[src/hdl/catd_pkg.sv]
// Shared types, constants and thermistor resistance tables for the charger ADC
// telemetry decoder. No dependencies; used by every other file of the block.
`timescale 1ns / 1ps

package catd_pkg;

    localparam int TEMP_FRAC_BITS_DEF = 4;
    localparam int TABLE_DEPTH_DEF    = 156;

    localparam int TAB_A_LEN  = 39;
    localparam int TAB_B_LEN  = 156;
    localparam int OHM_W      = 19;
    localparam int DIV_NUM_W  = 64;
    localparam int DIV_DEN_W  = 44;
    localparam int DIV_CNT_W  = 7;
    localparam int R_W        = 24;
    localparam int TEMP_W     = 20;

    localparam logic [2:0] KIND_VBAT = 3'd0;
    localparam logic [2:0] KIND_VSYS = 3'd1;
    localparam logic [2:0] KIND_VBUS = 3'd2;
    localparam logic [2:0] KIND_IBUS = 3'd3;
    localparam logic [2:0] KIND_IBAT = 3'd4;
    localparam logic [2:0] KIND_DIE  = 3'd5;
    localparam logic [2:0] KIND_TS   = 3'd6;

    localparam logic [1:0] REG_THERM_SEL = 2'd0;
    localparam logic [1:0] REG_TS_STEP   = 2'd1;
    localparam logic [1:0] REG_RT1       = 2'd2;
    localparam logic [1:0] REG_RT2       = 2'd3;

    typedef enum logic [4:0] {
        OP_NONE,
        OP_CAPTURE,
        OP_PREP,
        OP_VRES,
        OP_OPEN,
        OP_TSMUL,
        OP_DEN,
        OP_CLAMP_HOT,
        OP_CLAMP_COLD,
        OP_RSTART,
        OP_RLATCH,
        OP_JCLR,
        OP_JINC,
        OP_FSTART,
        OP_FRES,
        OP_OUT
    } op_t;

    typedef struct packed {
        logic is_volt;
        logic is_ts;
        logic open_hit;
        logic p_zero;
        logic den_neg;
        logic den_zero;
        logic div_busy;
        logic r_cold;
        logic r_hot;
        logic seg_hit;
        logic out_free;
    } status_t;

    localparam logic [OHM_W-1:0] TAB_A [TAB_A_LEN] = '{
        19'd332094, 19'd239900, 19'd175200, 19'd129287, 19'd96358, 19'd72500,
        19'd55046, 19'd42157, 19'd32554, 19'd25339, 19'd19872, 19'd15698,
        19'd12488, 19'd10000, 19'd8059, 19'd6535, 19'd5330, 19'd4372,
        19'd3605, 19'd2989, 19'd2490, 19'd2084, 19'd1753, 19'd1481,
        19'd1256, 19'd1070, 19'd915, 19'd786, 19'd677, 19'd585,
        19'd508, 19'd442, 19'd386, 19'd338, 19'd297, 19'd262,
        19'd231, 19'd205, 19'd182
    };

    localparam logic [OHM_W-1:0] TAB_B [TAB_B_LEN] = '{
        19'd193500, 19'd181461, 19'd170268, 19'd159850, 19'd150146, 19'd141100,
        19'd132659, 19'd124779, 19'd117418, 19'd110537, 19'd104101, 19'd98079,
        19'd92440, 19'd87159, 19'd82210, 19'd77571, 19'd73219, 19'd69137,
        19'd65305, 19'd61707, 19'd58328, 19'd55153, 19'd52169, 19'd49363,
        19'd46724, 19'd44241, 19'd41904, 19'd39704, 19'd37633, 19'd35681,
        19'd33800, 19'd32108, 19'd30474, 19'd28932, 19'd27477, 19'd26104,
        19'd24807, 19'd23583, 19'd22426, 19'd21333, 19'd20300, 19'd19322,
        19'd18398, 19'd17523, 19'd16695, 19'd15912, 19'd15169, 19'd14466,
        19'd13799, 19'd13167, 19'd12568, 19'd11999, 19'd11460, 19'd10948,
        19'd10461, 19'd10000, 19'd9561, 19'd9144, 19'd8747, 19'd8370,
        19'd8011, 19'd7670, 19'd7345, 19'd7036, 19'd6741, 19'd6461,
        19'd6193, 19'd5938, 19'd5695, 19'd5464, 19'd5242, 19'd5031,
        19'd4830, 19'd4638, 19'd4454, 19'd4279, 19'd4111, 19'd3951,
        19'd3797, 19'd3651, 19'd3511, 19'd3377, 19'd3248, 19'd3126,
        19'd3008, 19'd2896, 19'd2788, 19'd2684, 19'd2585, 19'd2490,
        19'd2400, 19'd2312, 19'd2229, 19'd2148, 19'd2071, 19'd1997,
        19'd1927, 19'd1858, 19'd1793, 19'd1730, 19'd1670, 19'd1612,
        19'd1556, 19'd1503, 19'd1451, 19'd1402, 19'd1354, 19'd1309,
        19'd1265, 19'd1222, 19'd1181, 19'd1142, 19'd1104, 19'd1068,
        19'd1033, 19'd1000, 19'd967, 19'd936, 19'd906, 19'd877,
        19'd849, 19'd822, 19'd796, 19'd771, 19'd747, 19'd723,
        19'd701, 19'd679, 19'd658, 19'd638, 19'd600, 19'd600,
        19'd582, 19'd564, 19'd548, 19'd531, 19'd516, 19'd500,
        19'd486, 19'd472, 19'd458, 19'd445, 19'd432, 19'd419,
        19'd407, 19'd396, 19'd385, 19'd374, 19'd364, 19'd353,
        19'd344, 19'd334, 19'd325, 19'd316, 19'd308, 19'd300
    };

    // Resistance in ohms of entry idx of the selected table; zero past its end.
    function automatic logic [OHM_W-1:0] tab_ohm(input logic sel, input logic [7:0] idx);
        logic [OHM_W-1:0] v;
        v = '0;
        if (sel)
        begin
            if (idx < 8'(TAB_B_LEN))
                v = TAB_B[idx];
        end
        else
        begin
            if (idx < 8'(TAB_A_LEN))
                v = TAB_A[idx[5:0]];
        end
        return v;
    endfunction

    function automatic logic signed [15:0] sat16(input logic signed [TEMP_W-1:0] x);
        logic signed [15:0] v;
        if (x > 20'sd32767)
            v = 16'sh7FFF;
        else if (x < -20'sd32768)
            v = 16'sh8000;
        else
            v = x[15:0];
        return v;
    endfunction

endpackage

[src/hdl/catd_ctrl.sv]
// Sequencing state machine of the telemetry decoder. Issues one datapath operation
// per cycle from the status it sees, none while it waits. Depends on catd_pkg.
`timescale 1ns / 1ps

module catd_ctrl
(
    input  logic               clk,
    input  logic               rst_n,
    input  logic               s_tvalid,
    output logic               s_tready,
    input  catd_pkg::status_t  status,
    output catd_pkg::op_t      op
);

    typedef enum logic [10:0] {
        S_IDLE   = 11'b000_0000_0001,
        S_PREP   = 11'b000_0000_0010,
        S_VDIV   = 11'b000_0000_0100,
        S_MUL2   = 11'b000_0000_1000,
        S_MUL3   = 11'b000_0001_0000,
        S_CHK    = 11'b000_0010_0000,
        S_RDIV   = 11'b000_0100_0000,
        S_ENDS   = 11'b000_1000_0000,
        S_SEARCH = 11'b001_0000_0000,
        S_FDIV   = 11'b010_0000_0000,
        S_DONE   = 11'b100_0000_0000
    } state_t;

    state_t state_reg;
    state_t state_next;

    always_comb
    begin
        state_next = state_reg;
        op         = catd_pkg::OP_NONE;
        s_tready   = 1'b0;
        case (state_reg)
            S_IDLE:
            begin
                s_tready = 1'b1;
                if (s_tvalid)
                begin
                    op         = catd_pkg::OP_CAPTURE;
                    state_next = S_PREP;
                end
            end
            S_PREP:
            begin
                op = catd_pkg::OP_PREP;
                if (status.is_volt)
                    state_next = S_VDIV;
                else if (status.is_ts)
                    state_next = S_MUL2;
                else
                    state_next = S_DONE;
            end
            S_VDIV:
            begin
                op         = catd_pkg::OP_VRES;
                state_next = S_DONE;
            end
            S_MUL2:
            begin
                if (status.open_hit)
                begin
                    op         = catd_pkg::OP_OPEN;
                    state_next = S_DONE;
                end
                else
                begin
                    op         = catd_pkg::OP_TSMUL;
                    state_next = S_MUL3;
                end
            end
            S_MUL3:
            begin
                op         = catd_pkg::OP_DEN;
                state_next = S_CHK;
            end
            S_CHK:
            begin
                // Zero or negative resistance reads as the hot end, an open divider as cold.
                if (status.p_zero || status.den_neg)
                begin
                    op         = catd_pkg::OP_CLAMP_HOT;
                    state_next = S_DONE;
                end
                else if (status.den_zero)
                begin
                    op         = catd_pkg::OP_CLAMP_COLD;
                    state_next = S_DONE;
                end
                else
                begin
                    op         = catd_pkg::OP_RSTART;
                    state_next = S_RDIV;
                end
            end
            S_RDIV:
            begin
                if (!status.div_busy)
                begin
                    op         = catd_pkg::OP_RLATCH;
                    state_next = S_ENDS;
                end
            end
            S_ENDS:
            begin
                if (status.r_cold)
                begin
                    op         = catd_pkg::OP_CLAMP_COLD;
                    state_next = S_DONE;
                end
                else if (status.r_hot)
                begin
                    op         = catd_pkg::OP_CLAMP_HOT;
                    state_next = S_DONE;
                end
                else
                begin
                    op         = catd_pkg::OP_JCLR;
                    state_next = S_SEARCH;
                end
            end
            S_SEARCH:
            begin
                if (status.seg_hit)
                begin
                    op         = catd_pkg::OP_FSTART;
                    state_next = S_FDIV;
                end
                else
                begin
                    op = catd_pkg::OP_JINC;
                end
            end
            S_FDIV:
            begin
                if (!status.div_busy)
                begin
                    op         = catd_pkg::OP_FRES;
                    state_next = S_DONE;
                end
            end
            S_DONE:
            begin
                if (status.out_free)
                begin
                    op         = catd_pkg::OP_OUT;
                    state_next = S_IDLE;
                end
            end
            default:
            begin
                state_next = S_IDLE;
            end
        endcase
    end

    always_ff @(posedge clk or negedge rst_n)
    begin
        if (!rst_n)
            state_reg <= S_IDLE;
        else
            state_reg <= state_next;
    end

endmodule

[config.mk]
export PLATFORM = sky130hd
export DESIGN_NAME = catd_ctrl
export DESIGN_NICKNAME = d
export VERILOG_FILES = /design/src/hdl/catd_pkg.sv /design/src/hdl/catd_ctrl.sv
export SDC_FILE = /design/constraint.sdc
export NUM_CORES = 1
export LEC_CHECK = 0
export BUFFER_PORTS_ARGS = -buffer_cell sky130_fd_sc_hd__buf_4
export CAP_MARGIN = 10
export CORE_MARGIN = 5
export CORE_UTILIZATION = 57
export DETAILED_ROUTE_END_ITERATION = 10
export GPL_TIMING_DRIVEN = 0
export HOLD_SLACK_MARGIN = 0.02
export PLACE_DENSITY = 0.88
export REMOVE_ABC_BUFFERS = 1
export SLEW_MARGIN = 10
export SYNTH_ARGS = -nofsm -noshare
export SYNTH_HDL_FRONTEND = slang
export SYNTH_SLANG_ARGS = --single-unit
[constraint.sdc]
create_clock -name clk -period 3 [get_ports clk]
set_input_delay 0.3 -clock clk [delete_from_list [all_inputs] [get_ports clk]]
set_output_delay 0.3 -clock clk [all_outputs]
set_load 0.01 [all_outputs]
; ---- Word-level counts from Yosys, hierarchy flattened
; Index checks and enable logic that the tools add are counted.
[op_classes]
eq_ne = 16
muxes = 25
reduce_logical = 2
[ops]
columns = cell, count
row1 = 11-bit 2-to-1 mux, 12
row2 = 11-bit case mux with 11 select lines, 1
row3 = 4-bit case mux with 11 select lines, 1
row4 = 4-bit 2-to-1 mux, 6
row5 = "11-bit by 1-bit == test with 1-bit output, second input constant", 1
row6 = "11-bit by 10-bit == test with 1-bit output, second input constant", 1
row7 = "11-bit == test, second input constant", 1
row8 = "11-bit by 2-bit == test with 1-bit output, second input constant", 1
row9 = "11-bit by 3-bit == test with 1-bit output, second input constant", 1
row10 = "11-bit by 4-bit == test with 1-bit output, second input constant", 1
row11 = "11-bit by 5-bit == test with 1-bit output, second input constant", 1
row12 = "11-bit by 6-bit == test with 1-bit output, second input constant", 1
row13 = "11-bit by 7-bit == test with 1-bit output, second input constant", 1
row14 = "11-bit by 8-bit == test with 1-bit output, second input constant", 1
row15 = "11-bit by 9-bit == test with 1-bit output, second input constant", 1
row16 = "2-bit != test, second input constant", 5
row17 = 1-bit 2-to-1 mux, 5
row18 = 5-bit AND reduction, 1
row19 = 1-bit logical OR, 1
[word_totals]
inputBits = 14
word_cells = 44
ff_bits = 11
output_inout_bits = 6

; ---- Logic depth before layout (Yosys ltp)
; Gate-level depths: netlist (run 1).
[logic_depth]
depth_word = 3
mapped_depth = 6

; ---- Least setup slack after synthesis (run 1)
; OpenSTA, ideal clock, no wires.
[synth_path]
kind = flip-flop to output port
from = register state_reg[0]
to = output port op[3]
path_stages_with_launch = 7
arrival_ns = 1.679
required_ns = 2.700
path_buffers = 1
path_slack_ns = 1.021
path_cell_list = dfstp_2 -> buf_2 -> or4_4 -> nor4_2 -> and2b_1 -> and3_1 -> or3b_1
[synth_via]
elab_chain_len = 2
elab_cells_between_ends = 12
classes_between = eq/ne (11) / mux (1)
[synth_rtl]
columns = element, line_no
row1 = from (decl), catd_ctrl.sv:29  ; state_t state_reg;
row2 = from (signal assigned), catd_ctrl.sv:165  ; state_reg <= state_next;
row3 = 11-bit == test (tied with other cells), catd_ctrl.sv:37  ; case (state_reg)
row4 = 4-bit case mux with 11 select lines (*), catd_ctrl.sv:37
row5 = to (decl), catd_ctrl.sv:12  ; output catd_pkg::op_t op
; Mark *: on every way between the ends. The rest lies on a longest branch, timed or not.

; ---- Final worst setup path (run 1)
[layout_path]
from = register state_reg[9]
to = output port op[0]
; The elaborated chain is that of the path after synthesis.

==> flow_metrics.tcl, run 1 <==
set metrics [dict create \
    yosys_warnings 0 \
    die-area_um2 2640 \
    fin_crit_sh 0.8686 \
    pin_count 20 \
    arrival_ns 2.31 \
    final_max_slew_viol_count 0 \
    power.switching_uw 290.0 \
    final.setup.tns_ns 0 \
    grt_pass1_wl_mm 4.077 \
    final_cell_mix "buf_4, nor2_1, nand2_1, dfrtp_1" \
    switching_share 0.4339 \
    grt-ovfl-total 0 \
    p_comb_frac 0.507 \
    setup_viol 0 \
    cp.required_ns 2.70 \
    cts-root-buf "clkbuf_4" \
    seq_power_share 0.332 \
    grt_pass1_vias 929 \
    intPower_uw 378.3 \
    fin_worst_skew_ns 0.004108 \
    io_buffers 18 \
    h-tree-depth 1 \
    design.core.area_um2 1670 \
    synth_edf_count 0 \
    dieHeight_um 51.38 \
    start_util 0.5843 \
    cp_cell_sequence "nor3_1 -> nand2_1 -> nor3b_1 -> a311oi_1 -> nand4_1 -> buf_4" \
    cts_buffer_depth 2 \
    grt_usage 0.2100 \
    layout-drive-gt1-share 0.2443 \
    antenna_found_initial 0 \
    pwr_density_cell_nw_per_um2 600.8 \
    pwr-share-clk 0.162 \
    holdWs_ns 0.1839 \
    viasPerCell 6.757 \
    path_class "reg2out" \
    grt_max_degree 12 \
    diodes 0 \
    power_uw 668.2 \
    hold_class "in2reg" \
    slowest_stage "dfrtp_1" \
    largest_reg_flops 11 \
    period_needed_ns 2.606 \
    place.gp.congestion 0.9608 \
    synth.avg_cell_area_um2 8.271 \
    rsz0062_at_grt "false" \
    rows 15 \
    syn-cell-area_um2 975.9 \
    hold_viol 0 \
    synth-seq-area-share 0.2833 \
    clk_pin_slew_ns 0.08 \
    cts_tree "done" \
    fmax_ghz 0.3838 \
    ys_types 47 \
    dp_slack_ns 0.7719 \
    status "finished, final reports clean" \
    cts_resized 0 \
    fin_nets 146 \
    tightestPinTransition_ns 0.5170 \
    synth_cells 118 \
    num_vias 1000 \
    hpwl_mm 1.949 \
    startpoint_type "flop" \
    crit_fanout 8 \
    ys_ff_latch 11 \
    die_x_um 51.38 \
    numCtsBuffers 3 \
    cap_violations 0 \
    clock-sinks 11 \
    async_flop_share 1.000 \
    setup_ws_ns 0.3943 \
    dominantRegCellSynth "dfrtp_1" \
    drt-wirelength-per-cell_um 17.11 \
    ant_nets 0 \
    clock_latency_ns 0.28 \
    dr.pass1.iters 5 \
    syn_to_final_growth_pct 13.97 \
    slew_headroom 0.6527 \
    total_leakage_power_uw 0.0005063 \
    routed_wl_mm 2.532 \
    drc_errors 0 \
    slowest_delay_ns 0.50 \
    post-route-util 0.6659 \
    ir_drop_mv 0.4774 \
    final_common_cell "buf_4" \
    critPathCaptureType "output port" \
    drt_iter0_markers 63 \
]
through the flow:
step / instance area [um2] / std cells
floorplan: 919.6 / 108
global route: 1112 / 148
detailed placement: 1076 / 143
finish: 1112 / 148
global placement: 1076 / 143
CTS: 1112 / 148
cells in the mapped netlist (3+ instances only):
library cell / n / area (um2)
nand2_1: 10 / 37.54
inv_1: 5 / 18.77
buf_2: 6 / 30.03
nor4_1: 3 / 18.77
nand3_1: 6 / 30.03
nor2_1: 12 / 45.04
nor4b_1: 3 / 26.28
nor3_1: 6 / 30.03
o21ai_0: 6 / 30.03
nand4_1: 5 / 31.28
dfrtp_1: 10 / 250.2
nor3b_1: 3 / 22.52
layer usage:
metal | track usage | up-vias | part of all wire
met5 | 0 | - | 0
met4 | 0.1441 | 0 | 0.037
met3 | 0.05248 | 14 | 0.10
met2 | 0.3263 | 66 | 0.46
met1 | 0.2513 | 457 | 0.40
li1 | - | 463 | -
worst max-delay path: cells and delay by family, from the launching register on:
| kind | cells | cell delay [ns] |
|---|---|---|
| DFF | 1 | 0.50 |
| and+or+nand+nor | 4 | 1.27 |
| buffers and inverters | 1 | 0.12 |
| AOI/OAI and AO/OA | 1 | 0.12 |
cell type report:
type	instances	area [um2]
Tap cell	17	21.27
Multi-Input combinational cell	92	624.3
Timing Repair Buffer	19	145.1
Fill cell	154	558.0
Sequential cell	11	276.5
Clock buffer	4	26.28
Inverter	5	18.77
kinds of logic (layout without fill, tap and decap cells):
group,after synthesis,count (layout),synth area share
multiplexers,1,1,0.01026
other,1,1,0.003842
flip-flops,11,11,0.2833
buffers and inverters,15,28,0.07693
XOR/XNOR,4,4,0.03590
AO/OA/AOI/OAI,20,20,0.1487
AND/OR/NAND/NOR,66,66,0.4410
final timing paths:
| path | from | to | cells after the start | slack [ns] |
|---|---|---|---|---|
| setup reg to reg | state_reg[9] | state_reg[10] | 4 | 1.03 |
| min in group asynchronous | rst_n | state_reg[8] | 2 | 0.40 |
| hold / removal | status[8] | state_reg[4] | 2 | 0.18 |
| hold reg to reg | state_reg[7] | state_reg[5] | 1 | 0.69 |
| setup / recovery | state_reg[9] | op[0] | 6 | 0.39 |
| max in group asynchronous | rst_n | state_reg[0] | 2 | 2.38 |
power groups by stage:
stage,Combinational (uW),Sequential [uW],Clock (uW)
floorplan,234,210,0
finish,339,222,108
CTS,335,221,111
global placement,324,220,0
detailed placement,333,224,0
global route,363,228,123
what timing repair did:
| item | CTS | global route |
|---|---|---|
| hold buffers | 1 | 0 |
| setup buffers | 0 | 0 |
| hold endpoints to repair | 10 | 0 |
Power figures use the tool's default switching activity.
==> inputs of run 2 (changes only) <==
--- a/config.mk
+++ b/config.mk
@@ -8,11 +8,11 @@
 export BUFFER_PORTS_ARGS = -buffer_cell sky130_fd_sc_hd__buf_4
 export CAP_MARGIN = 10
 export CORE_MARGIN = 5
-export CORE_UTILIZATION = 57
+export CORE_UTILIZATION = 53
 export DETAILED_ROUTE_END_ITERATION = 10
 export GPL_TIMING_DRIVEN = 0
 export HOLD_SLACK_MARGIN = 0.02
-export PLACE_DENSITY = 0.88
+export PLACE_DENSITY = 0.84
 export REMOVE_ABC_BUFFERS = 1
 export SLEW_MARGIN = 10
 export SYNTH_ARGS = -nofsm -noshare
==> constraint.sdc (replaced) <==
create_clock -name clk -period 2.85 [get_ports clk]
set_input_delay 0.285 -clock clk [delete_from_list [all_inputs] [get_ports clk]]
set_output_delay 0.285 -clock clk [all_outputs]
set_load 0.01 [all_outputs]
==> flow_metrics.tcl, run 2 (synthesis results as in run 1) <==
set metrics [dict create \
    cts_buffer_depth 2 \
    routed_wl_mm 2.488 \
    grt_pass1_wl_mm 4.064 \
    drt_iter0_markers 61 \
    clk_pin_slew_ns 0.07 \
    viasPerCell 6.199 \
    startpoint_type "flop" \
    switching_share 0.4276 \
    clock_latency_ns 0.27 \
    hpwl_mm 1.906 \
    grt_usage 0.2026 \
    fill_cells 152 \
    cp_cell_sequence "nor3_1 -> nand2_1 -> nor3b_1 -> a311oi_1 -> nand4_1 -> buf_4" \
    rows 15 \
    rsz0062_at_grt "false" \
    total_leakage_power_uw 0.0005063 \
    post_cts_buffers 0 \
    period_needed_ns 2.623 \
    path_class "reg2out" \
    grt-ovfl-total 0 \
    grt_pass1_vias 878 \
    crit-reg2reg-capture "state_reg[0]" \
    final_cell_mix "buf_4, nor2_1, nand2_1, dfrtp_1" \
    pwr-share-clk 0.155 \
    worst_path_dominant_cell_family "simple AND/OR/NAND/NOR gates" \
    status "finished, final reports clean" \
    fmax_ghz 0.3813 \
    dieHeight_um 52.91 \
    hold_class "in2reg" \
    final_max_slew_viol_count 0 \
    placed_area_um2 1086 \
    fin_nets 146 \
    tightestPinTransition_ns 0.6346 \
    reg2reg_depth 4 \
    ir_drop_mv 0.3416 \
    slowest_stage "nor3_1" \
    drt-wirelength-per-cell_um 15.95 \
    crit_fanout 8 \
    dr.pass1.iters 4 \
    final.setup.tns_ns 0 \
    slowest_delay_ns 0.58 \
    r2r_slack_ns 0.74 \
    place.gp.congestion 0.9534 \
    final_cell_area_um2 1122 \
    hold_viol 0 \
    cts-root-buf "clkbuf_4" \
    antenna_found_initial 0 \
    die_x_um 52.91 \
    hold_depth 2 \
    critical_path_buf_inv_count 1 \
    numCtsBuffers 3 \
    clock-sinks 11 \
    slew_headroom 0.5737 \
    critPathCaptureType "output port" \
    fin_worst_skew_ns 0.002598 \
    seqCellArea_um2 276.5 \
    cts_tree "done" \
    p_comb_frac 0.513 \
    grt_max_degree 12 \
    intPower_uw 398.1 \
    arrival_ns 2.34 \
    cp.required_ns 2.57 \
    setup_viol 0 \
    ant_nets 0 \
    h-tree-depth 1 \
    die-area_um2 2799 \
    drc_errors 0 \
    diodes 0 \
    cap_violations 0 \
    seq_power_share 0.332 \
    hold-path-endpoint "state_reg[3]" \
    multi_input_area_um2 624.3 \
    final_common_cell "buf_4" \
    placed_cells 151 \
    design.core.area_um2 1745 \
    largest_reg_flops 11 \
    power.switching_uw 297.4 \
    hold_start "status[10]" \
    io_buffers 18 \
    syn_to_final_growth_pct 15.00 \
    r2r_start "state_reg[9]" \
    layout-drive-gt1-share 0.2443 \
    stdcell_count 156 \
    fin_crit_sh 0.9202 \
    num_vias 967 \
    pin_count 20 \
    start_util 0.5591 \
    pwr_density_cell_nw_per_um2 619.7 \
]
-- run 2: cell counts in the layout (fill, tap and decap cells not counted) --
Identical to the previous run, type by type.
-- run 2: final cells by class --
type | count | share of cell area
clock buffer | 4 | 0.02341
inverter | 5 | 0.01672
multi-input combinational | 92 | 0.5563
sequential | 11 | 0.2464
tap | 25 | 0.02787
timing repair buffer | 19 | 0.1293
-- run 2: power groups by stage --
stage	combinational [uW]	clock, uW	sequential, uW
floorplan	246	0	222
global placement	340	0	232
detailed placement	351	0	232
CTS	356	112	229
global route	387	120	234
finish	357	108	231
-- run 2: metal layers --
layer	vias up	GRT usage	part of all wire
li1	468	-	-
met4	0	0.08511	0.014
met3	6	0.03944	0.091
met5	-	0	0
met1	451	0.2669	0.41
met2	42	0.3202	0.48
-- run 2: through the flow --
step / utilization / total power (uW) / worst slack [ns] / hold WS [ns]
after floorplan: - / 467.5 / 0.9148 / -0.01059
after global placement: 0.6222 / 572.0 / 0.5905 / 0.1285
after detailed placement: 0.6222 / 582.9 / 0.5738 / 0.1309
after CTS: 0.6430 / 696.0 / 0.2690 / 0.1714
after global routing: 0.6430 / 740.4 / 0.06306 / 0.1756
final: 0.6430 / 695.5 / 0.2275 / 0.1746
-- run 2: how the worst max path moves through the flow --
stage	start	to	cells after the start
after floorplan	state_reg[1]	op[3]	5
after global placement	state_reg[9]	op[0]	6
after detailed placement	state_reg[9]	op[0]	6
after CTS	state_reg[9]	op[0]	6
after global routing	state_reg[9]	op[0]	6
final	state_reg[9]	op[0]	6
-- run 2: repair_timing --
action                    4_1_cts  5_1_grt
resized for setup               0        0
hold endpoints to repair       10        0
hold buffers                    1        0
==> inputs of run 3 (changes only) <==
--- a/config.mk
+++ b/config.mk
@@ -7,12 +7,14 @@
 export LEC_CHECK = 0
 export BUFFER_PORTS_ARGS = -buffer_cell sky130_fd_sc_hd__buf_4
 export CAP_MARGIN = 10
+export CELL_PAD_IN_SITES_DETAIL_PLACEMENT = 2
+export CELL_PAD_IN_SITES_GLOBAL_PLACEMENT = 2
 export CORE_MARGIN = 5
-export CORE_UTILIZATION = 53
+export CORE_UTILIZATION = 31
 export DETAILED_ROUTE_END_ITERATION = 10
 export GPL_TIMING_DRIVEN = 0
 export HOLD_SLACK_MARGIN = 0.02
-export PLACE_DENSITY = 0.84
+export PLACE_DENSITY = 0.87
 export REMOVE_ABC_BUFFERS = 1
 export SLEW_MARGIN = 10
 export SYNTH_ARGS = -nofsm -noshare
==> flow_metrics.tcl, run 3 (synthesis results as in run 1) <==
set metrics [dict create \
    cap_violations 0 \
    final_max_slew_viol_count 0 \
    ant_nets 0 \
    grt_usage 0.1627 \
    routed_wl_mm 3.265 \
    grt_max_degree 12 \
    cp.required_ns 2.57 \
    total_leakage_power_uw 0.0005070 \
    cts_tree "done" \
    clock_latency_ns 0.27 \
    intPower_uw 398.1 \
    power.switching_uw 315.1 \
    pwr_density_cell_nw_per_um2 619.6 \
    switching_share 0.4418 \
    r2r_slack_ns 0.84 \
    cts-root-buf "clkbuf_4" \
    num_vias 978 \
    place.gp.congestion 0.8478 \
    io_buffers 18 \
    diodes 0 \
    slew_headroom 0.6194 \
    crit-reg2reg-capture "state_reg[10]" \
    hold-path-endpoint "state_reg[4]" \
    hold_start "status[8]" \
    grt_pass1_vias 1082 \
    drt-wirelength-per-cell_um 18.66 \
    critPathCaptureType "output port" \
    start_util 0.3223 \
    die_x_um 66.11 \
    drc_errors 0 \
    r2r_start "state_reg[6]" \
    clock-sinks 11 \
    pwr-share-clk 0.156 \
    design.core.area_um2 3028 \
    placed_area_um2 1110 \
    grt-ovfl-total 0 \
    fin_crit_sh 0.9172 \
    viasPerCell 5.589 \
    grt_pass1_wl_mm 5.457 \
    post_cts_buffers 0 \
    seq_power_share 0.326 \
    final_common_cell "buf_4" \
    hold_depth 2 \
    final.setup.tns_ns 0 \
    drt_iter0_markers 13 \
    numCtsBuffers 3 \
    final_cell_mix "buf_4, nor2_1, nand2_1, dfrtp_1" \
    hold_class "in2reg" \
    fmax_ghz 0.3826 \
    status "finished, final reports clean" \
    power_uw 713.2 \
    cts_buffer_depth 2 \
    tightestPinTransition_ns 0.5694 \
    setup_viol 0 \
    h-tree-depth 1 \
    largest_reg_flops 11 \
    crit_fanout 8 \
    clk_pin_slew_ns 0.08 \
    p_comb_frac 0.518 \
    path_class "reg2out" \
    syn_to_final_growth_pct 17.95 \
    layout-drive-gt1-share 0.2519 \
    pin_count 20 \
    die-area_um2 4371 \
    fin_worst_skew_ns 0.003512 \
    dieHeight_um 66.11 \
    startpoint_type "flop" \
    rows 20 \
    rsz0062_at_grt "false" \
    ir_drop_mv 0.3395 \
    arrival_ns 2.33 \
    dr.pass1.iters 4 \
    antenna_found_initial 0 \
    reg2reg_depth 5 \
    hold_viol 0 \
    final_cell_area_um2 1151 \
    period_needed_ns 2.614 \
    dp_slack_ns 0.4424 \
    fin_nets 146 \
    setup_ws_ns 0.2361 \
    hpwl_mm 2.603 \
]
run 3: worst max path at each step:
stage | endpoint | slack (ns) | from
floorplan | op[3] | 0.91 | state_reg[1]
global placement | op[0] | 0.54 | state_reg[9]
detailed placement | op[0] | 0.44 | state_reg[1]
CTS | op[0] | 0.13 | state_reg[1]
global route | op[0] | 0.11 | state_reg[9]
finish | op[0] | 0.24 | state_reg[9]
run 3: per-stage QoR:
| step | hold WS, ns | std cells | utilization |
|---|---|---|---|
| 5_1_grt | 0.1797 | 175 | 0.3802 |
| 6_report | 0.1795 | 175 | 0.3802 |
| 3_3_place_gp | 0.1321 | 170 | 0.3665 |
| 2_1_floorplan | -0.01059 | 108 | - |
| 4_1_cts | 0.1836 | 175 | 0.3785 |
| 3_5_place_dp | 0.1326 | 170 | 0.3665 |
run 3: area by class of cell:
cell class / instances / area [um2]
Clock buffer: 4 / 26.28
Timing Repair Buffer: 19 / 145.1
Sequential cell: 11 / 276.5
Fill cell: 356 / 1877
Inverter: 5 / 18.77
Multi-Input combinational cell: 92 / 629.4
Tap cell: 44 / 55.05
run 3: worst max-delay path, stage by stage, from the launching register on:
cell      delay (ns)
dfrtp_1         0.52
nor3_1          0.53
nand2_1         0.23
nor3b_2         0.34
a311oi_1        0.15
nand4_1         0.15
buf_4           0.13
run 3: repair_timing:
item                                    4_1_cts  5_1_grt
resized for setup                             0        1
hold buffers                                  1        0
hold endpoints to repair                     10        0
endpoints found under the setup margin        0        1
run 3: layer usage:
metal / up-vias / GRT usage / wire length [um]
met4: 0 / 0.04569 / 37
met3: 5 / 0.01020 / 56
met5: - / 0 / 0
met1: 493 / 0.2164 / 1501
li1: 464 / - / -
met2: 16 / 0.2813 / 1670
run 3: power by group through the flow:
stage	Clock [uW]	Sequential, uW	Combinational, uW
6_report	112	232	369
5_1_grt	124	238	408
4_1_cts	112	231	373
3_5_place_dp	0	234	369
3_3_place_gp	0	231	357
2_1_floorplan	0	222	246
